File: config.mk
export PLATFORM = sky130hd
export DESIGN_NAME = mwps_ctrl
export DESIGN_NICKNAME = d
export VERILOG_FILES = /design/src/hdl/mwps_pkg.sv /design/src/hdl/mwps_ctrl.sv
export SDC_FILE = /design/constraint.sdc
export NUM_CORES = 1
export LEC_CHECK = 0
export BUFFER_PORTS_ARGS = -buffer_cell sky130_fd_sc_hd__buf_2
export CAP_MARGIN = 20
export CORE_ASPECT_RATIO = 0.75
export CORE_MARGIN = 3
export CORE_UTILIZATION = 45
export CTS_CLUSTER_DIAMETER = 60
export DETAILED_ROUTE_END_ITERATION = 6
export GPL_TIMING_DRIVEN = 0
export PLACE_DENSITY = 0.68
export SLEW_MARGIN = 25
export SYNTH_ARGS = -nofsm -noshare
export SYNTH_HDL_FRONTEND = slang
export SYNTH_SLANG_ARGS = --single-unit
File: constraint.sdc
create_clock -name i_clk -period 1.8 [get_ports i_clk]
set_input_delay 0.36 -clock i_clk [delete_from_list [all_inputs] [get_ports i_clk]]
set_output_delay 0.36 -clock i_clk [all_outputs]
set_load 0.05 [all_outputs]
File: src/hdl/mwps_pkg.sv
// mwps_pkg: shared constants, datapath command/status types for the
// pseudoforest sum block. No dependencies.
`default_nettype none

package mwps_pkg;

    localparam int ROW_W   = 9;
    localparam int COL_W   = 9;
    localparam int WIN_W   = 32;
    localparam int TOTAL_W = 42;

    localparam int DEF_MAX_CARDS   = 1024;
    localparam int DEF_MAX_ROWS    = 512;
    localparam int DEF_MAX_COLS    = 512;
    localparam int DEF_WEIGHT_BITS = 32;

    typedef enum logic [4:0] {
        OP_IDLE,
        OP_CLR,
        OP_LOAD,
        OP_SORT_INIT,
        OP_MSTART,
        OP_RDA,
        OP_CAPA,
        OP_RDB,
        OP_CAPB,
        OP_SEL,
        OP_NPAIR,
        OP_NPASS,
        OP_URD,
        OP_UCAP,
        OP_FSTART,
        OP_FRD,
        OP_FCHK,
        OP_CRD,
        OP_CCHK,
        OP_JOIN,
        OP_EMIT
    } t_dp_op;

    typedef enum logic [1:0] {
        FS_COL,
        FS_ROW,
        FS_SENT
    } t_fsel;

    typedef struct packed {
        t_dp_op op;
        t_fsel  fsel;
    } t_dp_cmd;

    typedef struct packed {
        logic clr_last;
        logic in_last;
        logic take_a;
        logic pair_done;
        logic base_end;
        logic sort_done;
        logic uf_done;
        logic f_is_root;
        logic c_done;
        logic a_eq_b;
        logic out_free;
    } t_dp_stat;

endpackage

`default_nettype wire

File: src/hdl/mwps_ctrl.sv
// mwps_ctrl: sequencer for clear, load, merge sort, union-find and emit phases.
// Drives mwps_dp through t_dp_cmd / t_dp_stat from mwps_pkg.
`default_nettype none

module mwps_ctrl
    import mwps_pkg::*;
(
    input  wire logic     i_clk,
    input  wire logic     i_rst_n,
    input  wire t_dp_stat i_stat,
    output t_dp_cmd       o_cmd,
    output logic          o_in_ready
);

    typedef enum logic [4:0] {
        S_CLEAR, S_LOAD, S_SINIT, S_WCHK, S_MSTART,
        S_IA_RD, S_IA_CAP, S_IB_RD, S_IB_CAP, S_SEL,
        S_RA, S_CA, S_RB, S_CB, S_NPAIR, S_PCHK, S_NPASS,
        S_UCHK, S_URD, S_UCAP, S_FS, S_FRD, S_FCHK, S_CRD, S_CCHK,
        S_AB, S_JOIN, S_EMIT
    } t_state;

    t_state r_state, n_state;
    t_fsel  r_fsel, n_fsel;

    always_comb begin
        n_state = r_state;
        n_fsel  = r_fsel;
        case (r_state)
            S_CLEAR:  if (i_stat.clr_last) n_state = S_LOAD;
            S_LOAD:   if (i_stat.in_last) n_state = S_SINIT;
            S_SINIT:  n_state = S_WCHK;
            S_WCHK:   n_state = i_stat.sort_done ? S_UCHK : S_MSTART;
            S_MSTART: n_state = S_IA_RD;
            S_IA_RD:  n_state = S_IA_CAP;
            S_IA_CAP: n_state = S_IB_RD;
            S_IB_RD:  n_state = S_IB_CAP;
            S_IB_CAP: n_state = S_SEL;
            S_SEL: begin
                if (i_stat.pair_done) begin
                    n_state = S_NPAIR;
                end else if (i_stat.take_a) begin
                    n_state = S_RA;
                end else begin
                    n_state = S_RB;
                end
            end
            S_RA:     n_state = S_CA;
            S_CA:     n_state = S_SEL;
            S_RB:     n_state = S_CB;
            S_CB:     n_state = S_SEL;
            S_NPAIR:  n_state = S_PCHK;
            S_PCHK:   n_state = i_stat.base_end ? S_NPASS : S_MSTART;
            S_NPASS:  n_state = S_WCHK;
            S_UCHK:   n_state = i_stat.uf_done ? S_EMIT : S_URD;
            S_URD:    n_state = S_UCAP;
            S_UCAP: begin
                n_state = S_FS;
                n_fsel  = FS_COL;
            end
            S_FS:     n_state = S_FRD;
            S_FRD:    n_state = S_FCHK;
            S_FCHK:   n_state = i_stat.f_is_root ? S_CRD : S_FRD;
            S_CRD:    n_state = S_CCHK;
            S_CCHK: begin
                if (!i_stat.c_done) begin
                    n_state = S_CRD;
                end else begin
                    case (r_fsel)
                        FS_COL: begin
                            n_state = S_FS;
                            n_fsel  = FS_ROW;
                        end
                        FS_ROW:  n_state = S_AB;
                        default: n_state = S_JOIN;
                    endcase
                end
            end
            S_AB: begin
                if (i_stat.a_eq_b) begin
                    n_state = S_FS;
                    n_fsel  = FS_SENT;
                end else begin
                    n_state = S_JOIN;
                end
            end
            S_JOIN:   n_state = S_UCHK;
            S_EMIT:   if (i_stat.out_free) n_state = S_CLEAR;
            default:  n_state = S_CLEAR;
        endcase
    end

    always_comb begin
        o_cmd.fsel = r_fsel;
        case (r_state)
            S_CLEAR:           o_cmd.op = OP_CLR;
            S_LOAD:            o_cmd.op = OP_LOAD;
            S_SINIT:           o_cmd.op = OP_SORT_INIT;
            S_MSTART:          o_cmd.op = OP_MSTART;
            S_IA_RD, S_RA:     o_cmd.op = OP_RDA;
            S_IA_CAP, S_CA:    o_cmd.op = OP_CAPA;
            S_IB_RD, S_RB:     o_cmd.op = OP_RDB;
            S_IB_CAP, S_CB:    o_cmd.op = OP_CAPB;
            S_SEL:             o_cmd.op = OP_SEL;
            S_NPAIR:           o_cmd.op = OP_NPAIR;
            S_NPASS:           o_cmd.op = OP_NPASS;
            S_URD:             o_cmd.op = OP_URD;
            S_UCAP:            o_cmd.op = OP_UCAP;
            S_FS:              o_cmd.op = OP_FSTART;
            S_FRD:             o_cmd.op = OP_FRD;
            S_FCHK:            o_cmd.op = OP_FCHK;
            S_CRD:             o_cmd.op = OP_CRD;
            S_CCHK:            o_cmd.op = OP_CCHK;
            S_JOIN:            o_cmd.op = OP_JOIN;
            S_EMIT:            o_cmd.op = i_stat.out_free ? OP_EMIT : OP_IDLE;
            default:           o_cmd.op = OP_IDLE;
        endcase
    end

    assign o_in_ready = (r_state == S_LOAD);

    always_ff @(posedge i_clk) begin
        if (!i_rst_n) begin
            r_state <= S_CLEAR;
            r_fsel  <= FS_COL;
        end else begin
            r_state <= n_state;
            r_fsel  <= n_fsel;
        end
    end

endmodule

`default_nettype wire

==> summary.txt, run 1 <==
Timing
  • Final Skew: 0.0153 ns
  • Final-report setup violation count: 6
  • Final-report max-slew violation count: 0
  • RSZ-0062 raised after global routing: yes
  • Rel. slew slack: 69.5%
  • Hold Fails Final Rpt: 0
  • Setup TNS: -0.652 ns
  • Max Freq: 502 MHz
  • Part of the cycle the worst path needs: 111%
  • PnR worst setup slack: -0.191 ns
  • Worst-Margin Slew: 0.452 ns
  • Min Tclk post-route: 1.99 ns

Setup path
  • Critical path's largest stage delay: 0.38 ns
  • Buf/Inv on CP: 3
  • FF-to-FF Start: r_state[1]
  • Most used cell along the critical path: o21ai_1
  • Reg-to-reg setup timing slack: 0 ns
  • CP Capture Type: output port
  • RR Endpoint: r_fsel[0]
  • Critical path origin: r_state[0]
  • Crit path max-delay family: buffers and inverters
  • Crit path max fanout: 10
  • WP data required: 1.44 ns
  • Crit Path Category: reg -> out
  • WP depth: 6
  • Cell chain of the critical path: buf_8 -> buf_4 -> a21oi_1 -> o21ai_1 -> o21ai_1 -> buf_6
  • Slowest cell on the critical path: dfxtp_4
  • Startpoint types: register
  • Signal arrival time at the worst endpoint: 1.63 ns
  • Worst Setup EP: o_cmd[2]
  • Reg2Reg Depth: 7

Yosys
  • Post-Syn Area: 947 um2
  • #FFs+latches synth: 7
  • Mean Syn Cell Area: 6.67 um2
  • Primary FF master, synth: dfxtp_1
  • Warnings from Yosys: 0
  • Post-synth EDFFs: 0
  • Syn Nets: 155
  • Synth Instances: 142
  • Fraction of registers with async set/reset: 0%
  • Netlist cell types: 46
  • Post-synthesis sequential area ratio: 14.8%

Drt
  • Met3 wire len: 760 um
  • DRT iter0 DRCs: 251
  • Met2 routed WL: 2090 um
  • Detail Route Antenna Nets: 0
  • Vias per inst: 7.23
  • Via count: 1539
  • DR pass1 iterations: 5
  • DRC: 0
  • Routed WL: 4880 um
  • Per-cell routed wire length: 22.9 um
  • Max Used Layer: met4
  • Met1 wire length: 1730 um

Floorplan
  • DIE WIDTH: 59.0 um
  • I/O pins: 21
  • Site row count: 13
  • Die Y: 45.7 um
  • Initial Util: 51.1%
  • CORE AREA: 0.00185 mm2
  • Die Area: 0.00270 mm2

Final layout
  • Diode count: 0
  • Fillers: 82
  • Share of post-route cells with drive strength above 1: 52.4%
  • Final net count: 205
  • Layout area overhead: 71.3%

Clock tree
  • CTS sink count: 7
  • Hold_buf cts: 0
  • Clock Tree Buf Depth: 2
  • CTS Buf Count: 3
  • H-Tree Depth: 1
  • Worst skew pair latency: 0.27 ns
  • CTS tree: yes
  • Clk slew on worst S/H paths: 0.06 ns
  • Root buf cell: clkbuf_4

Place
  • PortBufs: 20
  • Post-DP HPWL: 2370 um
  • Post-place setup slack: -0.293 ns
  • GP Congestion: 0.953

Global route
  • Initial antenna violation count: 0
  • Grt ovf: 0
  • Largest net degree at the start of global routing: 11
  • Overall routing resource usage: 32.5%
  • Number of global-route vias before repair: 1346
  • First-pass GRT wire length: 6510 um

Pwr
  • Flop pwr share: 10.1%
  • Design Power: 2.41 mW
  • Clock network power share: 6.4%
  • PwrDens: 1480 mW/mm2
  • Worst vdd ir: 1.16 mV
  • Net Sw Power: 1.27 mW
  • Combinational power share: 83.5%
  • Lkg Pwr: 0.648 nW
  • Internal power: 1.14 mW
  • Sw frac: 52.8%

Worst hold path
  • Hold Crit Class: in -> reg

Run status
  • Failing checks: negative setup slack
  • Status: finished with violations

Run
  • Maxcap violations: 0
-- cell families after synthesis --
| group | share of synthesized area (%) |
|---|---|
| and+or+nand+nor | 33.7 |
| muxes | 2.11 |
| AOI/OAI and AO/OA | 41.2 |
| buffers and inverters | 8.19 |
| DFF | 14.8 |
-- registers in the layout, summed over array words and instances, names as in the netlist --
| name | cells |
|---|---|
| r_fsel | 2 |
| r_state | 5 |
-- placed cells by master, fill, tap and decap left out, types with 3 or more instances in the layout --
cell type,Yosys,final
buf_4,0,24
nand2_1,19,16
buf_2,8,15
buf_6,1,8
nand2b_1,8,8
buf_8,0,7
nor2_1,10,7
a21oi_1,13,7
nor2b_1,9,5
a21oi_2,0,5
nor2b_4,0,4
o21ai_0,8,4
o211ai_1,4,4
dfxtp_4,0,4
o21ai_1,1,3
nand3_1,3,3
a21boi_1,3,3
clkbuf_4,0,3
-- synth_stat cells, drive strengths merged (3+ instances only) --
master / n / area (um2)
clkbuf: 4 / 15.0
a21boi: 3 / 22.5
dfxtp: 7 / 140
a21oi: 13 / 65.1
nand2b: 8 / 50.1
nor2: 11 / 43.8
nor2b: 9 / 56.3
nand2: 19 / 71.3
a31oi: 3 / 18.8
inv: 3 / 11.3
o22ai: 3 / 18.8
nand3: 3 / 15.0
o21ai: 9 / 45.0
o211ai: 4 / 30.0
buf: 9 / 51.3
-- worst reg2reg max path, stage by stage (launching register included) --
cell and delay (ns):
dfxtp_4 0.35, buf_6 0.12, and2b_4 0.28, buf_4 0.11, buf_4 0.09, a2bb2oi_1 0.08
or3b_4 0.41, o221a_1 0.24
-- power groups by stage --
stage | Sequential (mW) | Combinational, mW | Clock (mW)
detailed placement | 0.221 | 1.21 | 0
global placement | 0.221 | 1.19 | 0
CTS | 0.231 | 1.64 | 0.149
finish | 0.243 | 2.01 | 0.154
global route | 0.244 | 2.06 | 0.161
floorplan | 0.211 | 0.948 | 0
-- worst min path at each step --
stage / from / end / slack, ns / depth (start not counted)
3_5_place_dp: r_fsel[1] / r_fsel[1] / 0.53 / 2
4_1_cts: i_stat[1] / r_fsel[1] / 0.37 / 3
5_1_grt: i_stat[1] / r_fsel[1] / 0.39 / 3
2_1_floorplan: i_rst_n / r_state[3] / 0.49 / 1
3_3_place_gp: r_fsel[1] / r_fsel[1] / 0.52 / 2
6_report: i_stat[1] / r_fsel[1] / 0.37 / 3
-- metal layers --
metal | vias to the layer above | global-route usage, %
li1 | 627 | -
met1 | 690 | 40.7
met2 | 173 | 54.2
met3 | 49 | 7.08
met4 | 0 | 14.0
met5 | - | 0
-- final cells by class --
type / count / area [um2] / area share, %
repair buffers: 46 / 363 / 22.4
well taps: 22 / 27.5 / 1.70
flip-flops and latches: 7 / 156 / 9.64
clock buffers: 4 / 26.3 / 1.62
inverters: 3 / 15.0 / 0.925
plain buffers: 12 / 146 / 9.02
multi-input cells: 119 / 888 / 54.7
-- through the flow --
| stage | hold slack [ns] | cell area, um2 | util [%] | instances |
|---|---|---|---|---|
| after floorplan | 0.488 | 976 | - | 142 |
| after global placement | 0.518 | 1100 | 59.5 | 184 |
| after detailed placement | 0.532 | 1100 | 59.5 | 184 |
| after CTS | 0.372 | 1450 | 78.1 | 201 |
| after global routing | 0.391 | 1620 | 87.5 | 213 |
| final | 0.370 | 1620 | 87.5 | 213 |
-- timing repair --
item	4_1_cts	5_1_grt
gates cloned	1	0
gates resized for setup	63	27
pin swaps	7	12
setup endpoints to repair	6	6
setup buffers	13	13
Power figures use the tool's default switching activity.
==> run 2, diff against run 1 <==
==> constraint.sdc (replaced) <==
create_clock -name i_clk -period 1.8 [get_ports i_clk]
set_input_delay 0.27 -clock i_clk [delete_from_list [all_inputs] [get_ports i_clk]]
set_output_delay 0.27 -clock i_clk [all_outputs]
set_load 0.05 [all_outputs]
==> run 2 against run 1 <==
The flow still finishes with violations (negative setup slack). First-iteration DRC count fell by 38%. Flip-flop and latch count did not move. Register-to-register slack gained 0.17 ns. Routed wire length is 14% lower. Global-route usage is 5.2 points lower. Worst setup slack better by 0.15 ns. Clock skew down 0.015 ns. Sequential power grew 2%. Core utilization down 7.5 points. Final area down 8.6%. Count of clock-buffer cells in the layout is the same. Critical path type unchanged. Critical endpoint unchanged. Largest power group unchanged.
==> summary.txt, run 2 (synthesis results as in run 1) <==
Run status
  • Status: finished with violations (unchanged)
  • Failing checks: negative setup slack (unchanged)

Final layout
  • Most common cell after layout, fill and taps aside: nand2_1 (was buf_4)
  • Highest-count cells in the layout ignoring fill and taps: nand2_1, buf_2, buf_4 (was buf_4, nand2_1, buf_2)
  • Fin util: 80.0% (was 87.5%)
  • Share of post-route cells with drive strength above 1: 46.1% (was 52.4%)
  • Diode count: 0 (unchanged)
  • Largest Register: r_state (unchanged)
  • Max FFs per register: 5 (unchanged)
  • Fillers: 121 (was 82)
  • Regs by FF count: r_state: 5 flops, r_fsel: 2 flops (unchanged)
  • Layout Cells excl Fill: 202 (was 213)
  • Multi-input gate area: 826 um2 (was 888 um2)
  • Sequential cell area: 153 um2 (was 156 um2)
  • Final net count: 194 (was 205)
  • Layout area overhead: 56.7% (was 71.3%)

Drt
  • Vias per inst: 7.08 (was 7.23)
  • Detail Route Antenna Nets: 0 (unchanged)
  • DR pass1 iterations: 5 (unchanged)
  • Via count: 1430 (was 1539)
  • Per-cell routed wire length: 20.8 um (was 22.9 um)
  • Routed WL: 4200 um (was 4880 um)
  • DRT iter0 DRCs: 156 (was 251)
  • DRC: 0 (unchanged)

Global route
  • Number of global-route vias before repair: 1186 (was 1346)
  • First-pass GRT wire length: 5580 um (was 6510 um)
  • Largest net degree at the start of global routing: 11 (unchanged)
  • Grt ovf: 0 (unchanged)
  • Overall routing resource usage: 27.3% (was 32.5%)
  • Initial antenna violation count: 0 (unchanged)

Place
  • Post-place setup slack: -0.171 ns (was -0.293 ns)
  • Post-DP HPWL: 2270 um (was 2370 um)
  • PortBufs: 20 (unchanged)
  • GP Congestion: 0.897 (was 0.953)
  • Dpl cells: 184 (unchanged)

Clock tree
  • Worst skew pair latency: 0.26 ns (was 0.27 ns)
  • Clk slew on worst S/H paths: 0.05 ns (was 0.06 ns)
  • Root buf cell: clkbuf_4 (unchanged)
  • CTS tree: yes (unchanged)
  • CTS sink count: 7 (unchanged)
  • CTS Buf Count: 3 (unchanged)
  • Hold_buf cts: 0 (unchanged)
  • Clock Tree Buf Depth: 2 (unchanged)
  • H-Tree Depth: 1 (unchanged)

Timing
  • Min Tclk post-route: 1.84 ns (was 1.99 ns)
  • Rel. slew slack: 76.1% (was 69.5%)
  • Setup TNS: -0.0757 ns (was -0.652 ns)
  • Max Freq: 544 MHz (was 502 MHz)
  • PnR worst setup slack: -0.0373 ns (was -0.191 ns)
  • Part of the cycle the worst path needs: 102% (was 111%)
  • Final Skew: 0.000481 ns (was 0.0153 ns)
  • Final-report max-slew violation count: 0 (unchanged)
  • RSZ-0062 raised after global routing: yes (unchanged)
  • Final-report setup violation count: 3 (was 6)
  • Hold Fails Final Rpt: 0 (unchanged)
  • Worst-Margin Slew: 0.353 ns (was 0.452 ns)

Floorplan
  • Die Y: 45.7 um (unchanged)
  • CORE AREA: 0.00185 mm2 (unchanged)
  • I/O pins: 21 (unchanged)
  • DIE WIDTH: 59.0 um (unchanged)
  • Site row count: 13 (unchanged)
  • Die Area: 0.00270 mm2 (unchanged)
  • Initial Util: 51.1% (unchanged)

Pwr
  • Lkg Pwr: 0.581 nW (was 0.648 nW)
  • PwrDens: 1510 mW/mm2 (was 1480 mW/mm2)
  • Worst vdd ir: 1.32 mV (was 1.16 mV)
  • Design Power: 2.24 mW (was 2.41 mW)

Worst hold path
  • Hold Crit Class: in -> reg (unchanged)

Setup path
  • Crit Path Category: reg -> out (unchanged)
  • WP data required: 1.53 ns (was 1.44 ns)
  • Crit path max fanout: 10 (unchanged)
  • Startpoint types: register (unchanged)
  • CP Capture Type: output port (unchanged)
  • Signal arrival time at the worst endpoint: 1.57 ns (was 1.63 ns)

Run
  • Maxcap violations: 0 (unchanged)
## run 2: cell types whose count changed in the layout (fill, tap and decap cells not counted), sizes merged
cell    before  now
buf         56   41
clkbuf       6   10
## run 2: path summary, 6_finish.rpt
check / startpoint / cells after the start / slack [ns] / to
min: i_stat[1] / 3 / 0.30 / r_fsel[1]
max: r_state[1] / 6 / -0.04 / o_cmd[2]
max reg2reg: r_state[2] / 5 / 0.17 / r_state[1]
min reg2reg: r_fsel[1] / 2 / 0.62 / r_fsel[1]
## run 2: worst max-delay path, stage by stage (launching register included)
cell      delay [ns]
dfxtp_4         0.36
buf_6           0.13
clkbuf_4        0.19
a21oi_1         0.17
o21ai_0         0.11
o21ai_1         0.16
buf_6           0.18
## run 2: area by class of cell
| type | instances | area share (%) |
|---|---|---|
| inverters | 3 | 1.01 |
| flip-flops and latches | 7 | 10.3 |
| clock buffers | 4 | 1.77 |
| repair buffers | 35 | 19.8 |
| multi-input cells | 119 | 55.6 |
| well taps | 22 | 1.85 |
| plain buffers | 12 | 9.61 |
## run 2: timing repair
| item | in CTS | in global routing |
|---|---|---|
| cloned | 0 | 4 |
| pin swaps | 5 | 3 |
| setup buffers | 6 | 5 |
| setup endpoints to repair | 6 | 6 |
| resized for setup | 47 | 27 |
## run 2: report_power, final
part	switching [mW]	total (mW)	leakage, nW	internal [mW]
Clock	0.0657	0.151	0.0150	0.0851
Combinational	1.05	1.84	0.506	0.795
Sequential	0.0478	0.247	0.0595	0.199
## run 2: through the flow
step / area (um2) / hold WS [ns]
global route: 1480 / 0.301
finish: 1480 / 0.299
CTS: 1290 / 0.302
detailed placement: 1090 / 0.580
floorplan: 961 / 0.398
global placement: 1090 / 0.530
## run 2: routing by layer
metal	part of all wire [%]	GRT usage [%]
met1	37	36.6
met5	0	0
met3	15	8.78
met2	42	41.0
met4	6.0	9.95
==> run 3, diff against run 2 <==
--- a/config.mk
+++ b/config.mk
@@ -13,7 +13,7 @@
 export CTS_CLUSTER_DIAMETER = 60
 export DETAILED_ROUTE_END_ITERATION = 6
 export GPL_TIMING_DRIVEN = 0
-export PLACE_DENSITY = 0.68
+export PLACE_DENSITY = 0.71
 export SLEW_MARGIN = 25
 export SYNTH_ARGS = -nofsm -noshare
 export SYNTH_HDL_FRONTEND = slang
==> constraint.sdc (replaced) <==
create_clock -name i_clk -period 1.5 [get_ports i_clk]
set_input_delay 0.225 -clock i_clk [delete_from_list [all_inputs] [get_ports i_clk]]
set_output_delay 0.225 -clock i_clk [all_outputs]
set_load 0.05 [all_outputs]
==> run 3 against run 2 <==
The run still ends with negative setup slack left. Non-clock buffer count decreased by 5. Sequential power increased by 17%. Final area rose by 4.0%. Routed wire length shrank 6.3%. Core utilization grew 3.2 points. Sequential share of layout area shrank 0.39 points. Worst hold slack lost 0.043 ns. Critical path depth up 1. Worst setup slack lost 0.29 ns. Total power is 17% higher. Register-to-register slack got worse by 0.21 ns. Clock power grew 19%.
==> summary.txt, run 3 (synthesis results as in run 1) <==
Global route
  • Overall routing resource usage: 25.9% (was 27.3%)
  • Largest net degree at the start of global routing: 11 (unchanged)
  • Number of global-route vias before repair: 1105 (was 1186)
  • Busiest grt layer: met2 (unchanged)
  • Met3 Use GR: 5.10% (was 8.78%)
  • Met2 global-route usage: 39.2% (was 41.0%)
  • Grt ovf: 0 (unchanged)
  • Met1 global-route usage: 37.6% (was 36.6%)
  • Initial antenna violation count: 0 (unchanged)
  • First-pass GRT wire length: 5260 um (was 5580 um)

Timing
  • Part of the cycle the worst path needs: 122%
  • Final-report max-slew violation count: 0 (unchanged)
  • RSZ-0062 raised after global routing: yes (unchanged)
  • Min Tclk post-route: 1.83 ns
  • Max Freq: 546 MHz
  • Final Skew: 0.0105 ns (was 0.000481 ns)
  • Setup TNS: -1.54 ns (was -0.0757 ns)
  • Worst-Margin Slew: 0.365 ns (was 0.353 ns)
  • Final-report setup violation count: 7 (was 3)
  • Hold_ws: 0.257 ns (was 0.299 ns)
  • PnR worst setup slack: -0.331 ns (was -0.0373 ns)
  • Hold Fails Final Rpt: 0 (unchanged)
  • Rel. slew slack: 75.3% (was 76.1%)

Clock tree
  • CTS tree: yes (unchanged)
  • CTS Buf Count: 3 (unchanged)
  • Worst skew pair latency: 0.26 ns (about the same)
  • Clk slew on worst S/H paths: 0.06 ns (was 0.05 ns)
  • Hold_buf cts: 0 (unchanged)
  • H-Tree Depth: 1 (unchanged)
  • CTS sink count: 7 (unchanged)
  • Clock Tree Buf Depth: 2 (unchanged)
  • Root buf cell: clkbuf_4 (unchanged)

Setup path
  • WP data required: 1.27 ns (was 1.53 ns)
  • Slowest cell on the critical path: dfxtp_4 (unchanged)
  • Reg-to-reg setup timing slack: -0.04 ns (was 0.17 ns)
  • Critical path's largest stage delay: 0.35 ns (was 0.36 ns)
  • Startpoint types: register (unchanged)
  • Cell chain of the critical path: buf_6 -> nor2b_4 -> o21ai_2 -> o31ai_4 -> a211oi_2 -> a21oi_4 -> buf_6 (was buf_6 -> clkbuf_4 -> a21oi_1 -> o21ai_0 -> o21ai_1 -> buf_6)
  • Crit Path Category: reg -> out (unchanged)
  • CP Capture Type: output port (unchanged)
  • Signal arrival time at the worst endpoint: 1.61 ns (was 1.57 ns)
  • Most used cell along the critical path: buf_6 (unchanged)
  • Crit path max fanout: 3 (was 10)

Final layout
  • Layout area overhead: 62.9% (was 56.7%)
  • Regs by FF count: r_state: 5 flops, r_fsel: 2 flops (unchanged)
  • Final net count: 189 (was 194)
  • Fillers: 98 (was 121)
  • Diode count: 0 (unchanged)
  • Largest Register: r_state (unchanged)
  • Fin util: 83.2% (was 80.0%)
  • Max FFs per register: 5 (unchanged)
  • Share of post-route cells with drive strength above 1: 50.9% (was 46.1%)
  • Highest-count cells in the layout ignoring fill and taps: nand2_1, buf_2, buf_6, buf_4, a21oi_1 (was nand2_1, buf_2, buf_4)
  • Most common cell after layout, fill and taps aside: nand2_1 (unchanged)

Pwr
  • Combinational power share: 82.1% (was 82.2%)
  • PwrDens: 1700 mW/mm2 (was 1510 mW/mm2)
  • Internal power: 1.22 mW (was 1.08 mW)
  • Worst vdd ir: 1.56 mV (was 1.32 mV)
  • Design Power: 2.62 mW (was 2.24 mW)
  • Clock network power share: 6.9% (was 6.7%)
  • Net Sw Power: 1.41 mW (was 1.16 mW)
  • Lkg Pwr: 0.582 nW (was 0.581 nW)
  • Flop pwr share: 11.1% (was 11.0%)
  • Sw frac: 53.6% (was 51.8%)

Run status
  • Status: finished with violations (unchanged)
  • Failing checks: negative setup slack (unchanged)

Place
  • GP Congestion: 0.974 (was 0.897)
  • Post-DP HPWL: 2320 um (was 2270 um)
  • PortBufs: 20 (unchanged)
  • Post-place setup slack: -0.277 ns (was -0.171 ns)

Floorplan
  • Die Y: 45.7 um (unchanged)
  • I/O pins: 21 (unchanged)
  • Die Area: 0.00270 mm2 (unchanged)
  • DIE WIDTH: 59.0 um (unchanged)
  • CORE AREA: 0.00185 mm2 (unchanged)
  • Site row count: 13 (unchanged)
  • Initial Util: 51.1% (unchanged)

Run
  • Maxcap violations: 0 (unchanged)

Drt
  • Detail Route Antenna Nets: 0 (unchanged)
  • Vias per inst: 6.78 (was 7.08)
  • Routed WL: 3940 um (was 4200 um)
  • DRT iter0 DRCs: 161 (was 156)
  • DRC: 0 (unchanged)
  • Per-cell routed wire length: 20.0 um (was 20.8 um)
  • DR pass1 iterations: 5 (unchanged)
  • Via count: 1336 (was 1430)

Worst hold path
  • Hold Crit Class: in -> reg (unchanged)
[run 3: cell types whose count changed in the layout (fill, tap and decap cells not counted), sizes merged]
cell      previous run  this run
clkinvlp             1         0
inv                  2         3
clkbuf              10         7
buf                 41        39
[run 3: critical path, delay by kind of cell (launching register included)]
kind	cells	cell delay, ns
compound gates	4	0.59
buf+inv	2	0.28
simple gates	1	0.13
flops	1	0.35
[run 3: metrics by stage]
step / cells / instance area, um2
after detailed placement: 184 / 1150
after CTS: 192 / 1370
after global routing: 197 / 1540
after global placement: 184 / 1150
after floorplan: 142 / 1020
final: 197 / 1540
[run 3: final cells by class]
class	instances	area, um2	area share [%]
plain buffers	11	130	8.43
well taps	22	27.5	1.78
repair buffers	31	239	15.5
clock buffers	4	26.3	1.70
multi-input cells	119	953	61.8
inverters	3	13.8	0.892
flip-flops and latches	7	153	9.89
[run 3: repair_timing]
action / in CTS / in global routing
pin swaps: 5 / 9
setup buffers: 5 / 5
cloned: 0 / 1
endpoints found under the setup margin: 11 / 12
gates resized for setup: 48 / 33
[run 3: path summary, 6_finish.rpt]
| check | from | endpoint | cells past startpoint |
|---|---|---|---|
| hold / removal | i_stat[1] | r_fsel[1] | 3 |
| setup / recovery | r_state[1] | o_cmd[3] | 7 |
| setup reg to reg | r_state[1] | r_fsel[0] | 5 |
| hold reg to reg | r_fsel[1] | r_fsel[1] | 2 |
[run 3: per-layer routing]
| layer | vias up | wire, um | share of wire (%) |
|---|---|---|---|
| li1 | 590 | - | - |
| met1 | 623 | 1610 | 41 |
| met2 | 103 | 1760 | 45 |
| met3 | 20 | 428 | 11 |
| met4 | 0 | 130 | 3.3 |
| met5 | - | 0 | 0 |
[run 3: power by group through the flow]
stage                     logic [mW]  registers [mW]  clock network [mW]
after floorplan                 1.23           0.257                   0
after global placement          1.53           0.271                   0
after detailed placement        1.54           0.269                   0
after CTS                       1.87           0.277               0.176
after global routing            2.24           0.293               0.184
final                           2.15           0.290               0.180
